**config.mk**
```make
export PLATFORM = sky130hd
export DESIGN_NAME = sorted_priority_queue_unit
export DESIGN_NICKNAME = d
export VERILOG_FILES = /design/src/spq_pkg.sv /design/src/spq_compare.sv /design/src/sorted_priority_queue_unit.sv
export SDC_FILE = /design/constraint.sdc
export NUM_CORES = 2
export LEC_CHECK = 0
export BUFFER_PORTS_ARGS = -buffer_cell sky130_fd_sc_hd__buf_2
export CORE_MARGIN = 2
export CORE_UTILIZATION = 40
export CTS_BUF_LIST = sky130_fd_sc_hd__clkbuf_4 sky130_fd_sc_hd__clkbuf_8
export DETAILED_ROUTE_END_ITERATION = 6
export PLACE_DENSITY_LB_ADDON = 0.05
export SYNTH_ARGS = -nofsm -noshare
export SYNTH_HDL_FRONTEND = slang
export SYNTH_SLANG_ARGS = --single-unit
```
**constraint.sdc**
```tcl
create_clock -name clk_i -period 13.8 [get_ports clk_i]
set_input_delay 3.45 -clock clk_i [delete_from_list [all_inputs] [get_ports clk_i]]
set_output_delay 3.45 -clock clk_i [all_outputs]
set_load 0.02 [all_outputs]
```
**src/spq_pkg.sv**
```systemverilog
// Package for the sorted priority queue: sizes, request and status codes,
// and the compare result type. No dependencies.
package spq_pkg;

  localparam int unsigned CAPACITY = 16;
  localparam int unsigned TAG_BITS = 32;
  localparam int unsigned PRIO_W   = 16;
  localparam int unsigned IDX_W    = $clog2(CAPACITY);
  localparam int unsigned CNT_W    = $clog2(CAPACITY + 1);

  typedef logic [TAG_BITS-1:0]      tag_t;
  typedef logic signed [PRIO_W-1:0] prio_t;
  typedef logic [CNT_W-1:0]         cnt_t;

  typedef enum logic [2:0] {
    REQ_ENQ  = 3'd0,
    REQ_DEQ  = 3'd1,
    REQ_CHG  = 3'd2,
    REQ_PEEK = 3'd3,
    REQ_CLR  = 3'd4
  } req_e;

  typedef enum logic [2:0] {
    ST_OK       = 3'd0,
    ST_EMPTY    = 3'd1,
    ST_NOTFOUND = 3'd2,
    ST_RAISED   = 3'd3,
    ST_FULL     = 3'd4
  } status_e;

  // result of comparing one stored entry against the key
  typedef struct packed {
    logic served_first; // stored entry is served before the key
    logic tag_eq;       // tags match
    logic prio_lt;      // stored priority below key priority
  } cmp_t;

endpackage

```
**src/spq_compare.sv**
```systemverilog
// Shared comparator of the sorted priority queue: orders one stored entry
// against the request key. Depends on spq_pkg.
module spq_compare import spq_pkg::*; (
  input  tag_t  ent_tag_i,
  input  prio_t ent_prio_i,
  input  tag_t  key_tag_i,
  input  prio_t key_prio_i,
  output cmp_t  cmp_o
);

  logic prio_eq;

  assign prio_eq            = (ent_prio_i == key_prio_i);
  assign cmp_o.prio_lt      = (ent_prio_i < key_prio_i);
  assign cmp_o.tag_eq       = (ent_tag_i == key_tag_i);
  // priority first, ties broken by unsigned tag
  assign cmp_o.served_first = prio_eq ? (ent_tag_i < key_tag_i) : cmp_o.prio_lt;

endmodule

```
**src/sorted_priority_queue_unit.sv**
```systemverilog
// Sorted priority queue top level: entry store, walk sequencer, result register.
// Depends on spq_pkg and spq_compare.
// Dequeue, peek, clear and full enqueue finish in DISPATCH; enqueue otherwise walks
// SCAN past the k entries served before the new one, then inserts;
// change priority walks SEARCH, then reinserts through SCAN.
// Next request taken at the strobe's closing edge; receiver cannot stall. Reset empties.
module sorted_priority_queue_unit import spq_pkg::*; (
  input  logic        clk_i,
  input  logic        rst_ni,
  input  logic        start,
  output logic        busy,
  input  logic [2:0]  req_type_i,
  input  logic [31:0] item_tag_i,
  input  logic signed [15:0] item_priority_i,
  output logic        result_valid_o,
  output logic [31:0] head_tag_o,
  output logic signed [15:0] head_priority_o,
  output logic [2:0]  status_o,
  output logic [4:0]  entry_count_o,
  output logic        is_empty_o
);

  // Sequencer states:
  //   IDLE     - waits for a request transaction
  //   DISPATCH - decodes the request; single-step requests finish here
  //   SEARCH   - walks the list for the first matching tag (change priority)
  //   SCAN     - walks the list for the insert position, then shifts in
  localparam logic [1:0] S_IDLE     = 2'd0;
  localparam logic [1:0] S_DISPATCH = 2'd1;
  localparam logic [1:0] S_SEARCH   = 2'd2;
  localparam logic [1:0] S_SCAN     = 2'd3;

  logic [1:0] state_q, state_d;
  cnt_t       count_q, count_d;
  cnt_t       idx_q, idx_d;
  logic [2:0] req_q, req_d;
  tag_t       key_tag_q, key_tag_d;
  prio_t      key_prio_q, key_prio_d;

  // entry store, kept sorted; entries at or above count_q are don't-care
  tag_t  tags_q  [CAPACITY];
  tag_t  tags_d  [CAPACITY];
  prio_t prios_q [CAPACITY];
  prio_t prios_d [CAPACITY];

  logic  res_valid_q, res_valid_d;
  tag_t  res_tag_q, res_tag_d;
  prio_t res_prio_q, res_prio_d;
  logic [2:0] res_status_q, res_status_d;
  cnt_t  res_count_q, res_count_d;

  logic  ins_en, rem_en;
  cmp_t  cmp;
  tag_t  ent_tag;
  prio_t ent_prio;

  // the one comparator, pointed at the walk index
  assign ent_tag  = tags_q[idx_q[IDX_W-1:0]];
  assign ent_prio = prios_q[idx_q[IDX_W-1:0]];

  spq_compare u_cmp (
    .ent_tag_i  (ent_tag),
    .ent_prio_i (ent_prio),
    .key_tag_i  (key_tag_q),
    .key_prio_i (key_prio_q),
    .cmp_o      (cmp)
  );

  always_comb begin
    state_d      = state_q;
    count_d      = count_q;
    idx_d        = idx_q;
    req_d        = req_q;
    key_tag_d    = key_tag_q;
    key_prio_d   = key_prio_q;
    res_valid_d  = 1'b0;
    res_tag_d    = res_tag_q;
    res_prio_d   = res_prio_q;
    res_status_d = res_status_q;
    ins_en       = 1'b0;
    rem_en       = 1'b0;

    unique case (state_q)
      S_IDLE: begin
        if (start) begin
          req_d      = req_type_i;
          key_tag_d  = TAG_BITS'(item_tag_i);
          key_prio_d = item_priority_i;
          idx_d      = '0;
          state_d    = S_DISPATCH;
        end
      end
      S_DISPATCH: begin
        res_tag_d    = '0;
        res_prio_d   = '0;
        res_status_d = ST_OK;
        case (req_q) inside
          REQ_ENQ: begin
            if (count_q == cnt_t'(CAPACITY)) begin
              res_status_d = ST_FULL;
              res_valid_d  = 1'b1;
            end else begin
              state_d = S_SCAN;
            end
          end
          REQ_DEQ, REQ_PEEK: begin
            if (count_q == '0) begin
              res_status_d = ST_EMPTY;
            end else begin
              res_tag_d  = tags_q[0];
              res_prio_d = prios_q[0];
              if (req_q == REQ_DEQ) begin
                rem_en  = 1'b1;  // idx_q is zero here
                count_d = count_q - cnt_t'(1);
              end
            end
            res_valid_d = 1'b1;
          end
          REQ_CHG: state_d = S_SEARCH;
          REQ_CLR: begin
            count_d     = '0;
            res_valid_d = 1'b1;
          end
          default: res_valid_d = 1'b1;  // unused codes: no effect
        endcase
      end
      S_SEARCH: begin
        if (idx_q == count_q) begin
          res_status_d = ST_NOTFOUND;
          res_valid_d  = 1'b1;
        end else if (cmp.tag_eq) begin
          if (cmp.prio_lt) begin
            res_status_d = ST_RAISED;
            res_valid_d  = 1'b1;
          end else begin
            // pull the entry out, then reinsert from the head
            rem_en  = 1'b1;
            count_d = count_q - cnt_t'(1);
            idx_d   = '0;
            state_d = S_SCAN;
          end
        end else begin
          idx_d = idx_q + cnt_t'(1);
        end
      end
      S_SCAN: begin
        if (idx_q == count_q || !cmp.served_first) begin
          ins_en      = 1'b1;
          count_d     = count_q + cnt_t'(1);
          res_valid_d = 1'b1;
        end else begin
          idx_d = idx_q + cnt_t'(1);
        end
      end
      default: state_d = S_IDLE;
    endcase

    if (res_valid_d) begin
      state_d = S_IDLE;
    end
    res_count_d = res_valid_d ? count_d : res_count_q;
  end

  // store update: shift up from the insert point, or down over the removed one
  always_comb begin
    for (int i = 0; i < CAPACITY; i++) begin
      tags_d[i]  = tags_q[i];
      prios_d[i] = prios_q[i];
    end
    for (int i = 1; i < CAPACITY; i++) begin
      if (ins_en && cnt_t'(i) > idx_q) begin
        tags_d[i]  = tags_q[i-1];
        prios_d[i] = prios_q[i-1];
      end
    end
    for (int i = 0; i < CAPACITY; i++) begin
      if (ins_en && cnt_t'(i) == idx_q) begin
        tags_d[i]  = key_tag_q;
        prios_d[i] = key_prio_q;
      end
    end
    for (int i = 0; i < CAPACITY - 1; i++) begin
      if (rem_en && cnt_t'(i) >= idx_q) begin
        tags_d[i]  = tags_q[i+1];
        prios_d[i] = prios_q[i+1];
      end
    end
  end

  always_ff @(posedge clk_i or negedge rst_ni) begin
    if (!rst_ni) begin
      state_q     <= S_IDLE;
      count_q     <= '0;
      res_valid_q <= 1'b0;
    end else begin
      state_q     <= state_d;
      count_q     <= count_d;
      res_valid_q <= res_valid_d;
    end
  end

  // payload: no reset
  always_ff @(posedge clk_i) begin
    idx_q        <= idx_d;
    req_q        <= req_d;
    key_tag_q    <= key_tag_d;
    key_prio_q   <= key_prio_d;
    res_tag_q    <= res_tag_d;
    res_prio_q   <= res_prio_d;
    res_status_q <= res_status_d;
    res_count_q  <= res_count_d;
    for (int i = 0; i < CAPACITY; i++) begin
      tags_q[i]  <= tags_d[i];
      prios_q[i] <= prios_d[i];
    end
  end

  assign busy            = (state_q != S_IDLE);
  assign result_valid_o  = res_valid_q;
  assign head_tag_o      = 32'(res_tag_q);
  assign head_priority_o = res_prio_q;
  assign status_o        = res_status_q;
  assign entry_count_o   = 5'(res_count_q);
  assign is_empty_o      = (res_count_q == '0);

endmodule
```
# Yosys cells after proc, flatten, opt, wreduce, memory -nomap -nowiden
# Memory sizes are Yosys's and may differ from the RTL's. A register that Yosys moved wholly into a read port is not among the register bits.
# Index checks and enable logic that the tools add are counted.
classes:
  bitwise_logic: 1
  add_sub_neg: 3
  magnitude_cmp: 32
  n_mux: 148
  reduce_logical: 63
  n_eq_ne: 39
ops:
  columns: ["operator", "n"]
  rows:
  - ["2-to-1 mux 32 bit", 46]
  - ["2-to-1 mux 16 bit", 46]
  - ["2-to-1 mux 5 bit", 15]
  - ["logical AND 1 bit", 46]
  - ["equality test 4 x 5 -> 1 bit, first input constant", 8]
  - ["greater-than comparator 4 x 5 -> 1 bit, first input constant", 8]
  - [">= comparator 4 x 5 -> 1 bit, first input constant", 7]
  - ["equality test 32 bit", 1]
  - ["< comparator 32 bit", 1]
  - ["one-hot mux 5 bit (3 select lines)", 2]
  - ["equality test 3 x 5 -> 1 bit, first input constant", 4]
  - [">= comparator 3 x 5 -> 1 bit, first input constant", 4]
  - ["greater-than comparator 3 x 5 -> 1 bit, first input constant", 4]
  - ["2-to-1 mux 1 bit", 19]
  - ["2-to-1 mux 2 bit", 9]
  - ["inequality test 3 bit, second input constant", 6]
  - ["equality test 16 bit", 1]
  - ["< comparator 16 bit", 1]
  - ["zero test 5 bit", 3]
  - ["2-to-1 mux 3 bit", 5]
  - ["inequality test 4 bit, second input constant", 3]
  - ["adder 5 x 1 -> 5 bit, second input constant", 2]
  - ["equality test 2 x 5 -> 1 bit, first input constant", 2]
  - [">= comparator 1 x 5 -> 1 bit, first input constant", 2]
  - ["other kinds (33)", 41]
totals:
  out_inout_bits: 59
  wordCells: 299
  n_memories: 2
  reg_bits: 120
  mem_bits_rw: 768
mem_list:
  columns: ["memory", "words", "word_bits", "read_ports", "rd_ports_with_merged_regs", "write_ports", "line", "source"]
  rows:
  - ["tags_q", 16, 32, 17, 1, 16, "sorted_priority_queue_unit.sv:41", "tag_t tags_q [CAPACITY];"]
  - ["prios_q", 16, 16, 17, 1, 16, "sorted_priority_queue_unit.sv:43", "prio_t prios_q [CAPACITY];"]

# Depth between registers and ports, before layout
depth:
  ltp_word: 10
  depth_mapped: 18
  depth_no_buf: 12

# Cells and area by module
# Synthesis repeated with hierarchy kept, for this count alone.
hier_totals:
  hier_cells: 3768
  hier_area_um2: 51175.3
by_module_without_submodules:
  columns: ["module", "area_each_um2", "seq_area_each_um2", "n_inst", "cells_per_inst"]
  rows:
  - ["sorted_priority_queue_unit", 49934.1, 26705.6, 1, 3598]
  - ["spq_compare", 1241.2, 0.0, 1, 170]

# Worst setup path after synthesis
# Ideal clock, no wire load.
synth_path:
  path_type: "register to register"
  from: "register with a tool-made name"
  to: "memory prios_q[10][0] (netlist name), enable pin"
  setup_slack_ps: 5511
  setup_time_ps: 513
  required_ps: 13287
  path_stages_with_launch: 18
  synth_period_minus_slack_ps: 8289
  arrival_ps: 7776
  cell_sequence: "dfxtp_1 > clkbuf_1 > clkbuf_1 > buf_1 > mux4_2 > mux4_2 > ha_1 > nand4_2 > nor2_1 > a221oi_1 > nand2_1 > o211a_2 > buf_2 > buf_2 > nor3_1 > nor2_1 > buf_2 > nor3_1"
synth_rtl:
  columns: ["element", "line"]
  rows:
  - ["end: declaration", "sorted_priority_queue_unit.sv:43"]

==> impl_metrics.csv <==
group,metric,value,unit
clock_tree,cts_tree,"yes",
sta,fin_ws,5.62,ns
sta,fin_tns_setup,0,ns
sta,hold_violations,0,
routing,vias_per_cell,5.91,
grt,overflow,0,
clock_tree,h-tree-depth,4,
floorplanning,die_w,361,µm
worst_hold_path,min_to,"tags_q[14][1]",
floorplanning,io_pins,113,
grt,antenna_found_initial,2,
layout,instances_no_fill,5814,
sta,slew_headroom,0.0452,
worst_setup_path,required,14.32,ns
synthesis,ys.flop_type,"edfxtp_1",
worst_setup_path,cp.arrival,8.71,ns
sta,max_freq,0.122,GHz
power_and_ir_drop,vdd_drop_max,0.000118,V
routing,ant_nets,0,
clock_tree,cts_hold_buf,0,
synthesis,synth_warnings,0,
floorplanning,rows,131,
floorplanning,die_area,131000,µm²
routing,post_drt_wl_per_cell,30.2,µm
worst_setup_path,r2r-end,"tags_q[4][28]",
worst_setup_path,rr_worst_depth,14,
worst_setup_path,endpoint_kind,"flip-flop",
worst_hold_path,min_from,"tags_q[15][1]",
routing,drc,0,
synthesis,synth-seq-area-share,0.523,
power_and_ir_drop,power_density,170,nW/µm²
flow_run,drv_cap,0,
sta,min_period,8.18,ns
outcome,outcome,"finished, final reports clean",
layout,drive_gt1_frac,0.260,
clock_tree,clockBufferDepth,3,
routing,drt_iter0_drc,3072,
grt,first_global_vias,34100,
power_and_ir_drop,leakage,18.0,nW
worst_setup_path,start_kind,"flip-flop",
place,pre_cts_slack,5.61,ns
place,portBuffers,112,
grt,grt_max_degree,65,
worst_hold_path,worst_hold_path_type,"flip-flop to flip-flop",
sta,fin_crit_sh,0.593,
floorplanning,core,127000,µm²
clock_tree,postCtsSetupBuffers,0,
routing,vias,34400,
worst_setup_path,rrSetupSlack,5.62,ns
clock_tree,cts_sinks,892,
synthesis,syn_area_per_cell,12.7,µm²
clock_tree,root_buffer,"clkbuf_8",
layout,final_nets,4136,
synthesis,synthesis.area,51100,µm²
place,dp_hpwl,102000,µm
layout,area_growth,10.5,%
clock_tree,cts-resized-gates,0,
routing,first_pass_iters,7,
worst_setup_path,cp_max_fo,56,
grt,track_usage,0.266,
place,place_inst,5514,
synthesis,synth-async-reset-ratio,0.00897,
synthesis,synth_area_leaders,"edfxtp_1 52%, mux2i_1 11%, mux4_2 11%",
synthesis,ys_ff_latch,892,
worst_hold_path,min_path_cells,2,
synthesis,synth.most_common_cell,"edfxtp_1",
grt,grt_pass1_wl,252000,µm
sta,rsz0062_at_grt,"false",
floorplanning,die_h,361,µm
synthesis,synth_cells,4016,
sta,maxSlewViolCount,0,
floorplanning,start_util,0.401,
synthesis,synth_largest_area_cell,"edfxtp_1",
worst_setup_path,critPathKind,"flip-flop to flip-flop",
synthesis,syn_nets,4128,
clock_tree,cts_buffers,170,
synthesis,synthDistinctLibCells,69,
clock_tree,path_clk_slew,0.07,ns
place,gp_congestion,0.827,
clock_tree,clkLatencyLatePin,0.91,ns
synthesis,synth_edf_count,880,
synthesis,yosysTopAreaCellShare,0.517,
routing,routed_wl,176000,µm
synthesis,synth_commonest_cells,"880 x edfxtp_1, 580 x mux2i_1, 518 x a21oi_1, 514 x nor2_1, 273 x mux2_2",
sta,report.final.setup_viol,0,
sta,skew,0.0431,ns
sta,worst_slew_pin_slew,1.43,ns
-- routing by layer --
metal	vias to the layer above	GRT usage	part of all wire
met5	-	0	0
met4	0	0.0791	0.027
met3	258	0.0366	0.051
met2	1170	0.436	0.48
met1	17700	0.369	0.45
li1	15200	-	-
-- critical path: stages (launching register included) --
cell     delay (ns)
dfxtp_4        0.87
buf_4          0.91
mux4_2         0.48
mux4_2         0.50
ha_1           0.40
nand4_2        0.23
nor4_2         0.70
o21a_1         0.33
o21ai_1        0.12
o211a_2        0.37
nor3_1         0.55
nor2_2         0.27
buf_4          0.26
nor2b_4        1.09
buf_4          0.60
-- final cells by class --
| type | count | area, µm² |
|---|---|---|
| diodes | 5 | 12.5 |
| repair buffers | 228 | 1430 |
| fillers | 11800 | 70700 |
| flip-flops and latches | 892 | 26700 |
| clock buffers | 230 | 2850 |
| multi-input cells | 2671 | 22800 |
| inverters | 61 | 229 |
| well taps | 1662 | 2080 |
| clock inverters | 65 | 322 |
-- registers in the layout (all words and copies together), names as in the netlist, named ones only --
signal           count
idx_q                5
status_o             3
head_priority_o     16
state_q              2
key_tag_q           32
tags_q             512
prios_q            256
result_valid_o       1
key_prio_q          16
head_tag_o          32
entry_count_o        5
count_q              5
req_q                3
-- metrics by stage --
| stage | power [mW] | hold slack (ns) | cell area (µm²) | utilization |
|---|---|---|---|---|
| 6_report | 9.60 | 0.540 | 56500 | 0.444 |
| 5_1_grt | 10.0 | 0.580 | 56400 | 0.444 |
| 4_1_cts | 9.67 | 0.544 | 56400 | 0.444 |
| 3_5_place_dp | 7.09 | 0.538 | 53300 | 0.419 |
| 3_3_place_gp | 7.08 | 0.539 | 53300 | 0.419 |
| 2_1_floorplan | 5.93 | 0.516 | 51100 | - |
-- cell families after synthesis --
family | synth area share
AO/OA/AOI/OAI | 0.0714
XOR/XNOR | 0.00137
adder cells (fa/ha/maj) | 0.0142
buffers and inverters | 0.0377
flip-flops | 0.523
multiplexers | 0.286
AND/OR/NAND/NOR | 0.0667
-- report_power, final --
| group | total (mW) | internal, mW | switching (mW) |
|---|---|---|---|
| registers | 4.04 | 3.58 | 0.459 |
| logic | 3.00 | 1.23 | 1.77 |
| clock network | 2.56 | 1.34 | 1.21 |
| total | 9.60 | 6.16 | 3.44 |
-- how the worst max path moves through the flow --
stage	cells after the start	slack (ns)	end
floorplan	17	5.51	prios_q[10][0]
global placement	17	5.67	prios_q[4][7]
detailed placement	17	5.61	prios_q[4][4]
CTS	17	5.55	tags_q[4][28]
global route	17	5.26	tags_q[4][28]
finish	14	5.62	tags_q[4][28]
-- cells in the final DEF (no fill, tap or decap), drive strengths merged, types with 4 or more instances in the layout --
| master | Yosys | layout |
|---|---|---|
| o21ai | 120 | 120 |
| xor2 | 7 | 7 |
| dfrtp | 8 | 8 |
| a21oi | 518 | 518 |
| dfxtp | 4 | 4 |
| mux4 | 240 | 240 |
| buf | 160 | 228 |
| and2 | 51 | 51 |
| nand4 | 14 | 14 |
| mux2 | 293 | 293 |
| nand2 | 137 | 137 |
| o21a | 8 | 8 |
| inv | 61 | 65 |
| clkinv | 0 | 57 |
| diode | 0 | 5 |
| and3 | 6 | 6 |
| nand3 | 10 | 10 |
| nor2b | 13 | 13 |
| nor4 | 5 | 5 |
| clkbuf | 232 | 230 |
| nor3 | 28 | 28 |
| mux2i | 580 | 580 |
| edfxtp | 880 | 880 |
| nor3b | 4 | 4 |
| ha | 58 | 58 |
| nor2 | 514 | 514 |
| a21o | 7 | 7 |
| o211ai | 5 | 5 |
Note: power is estimated with default switching activity, not from simulation.
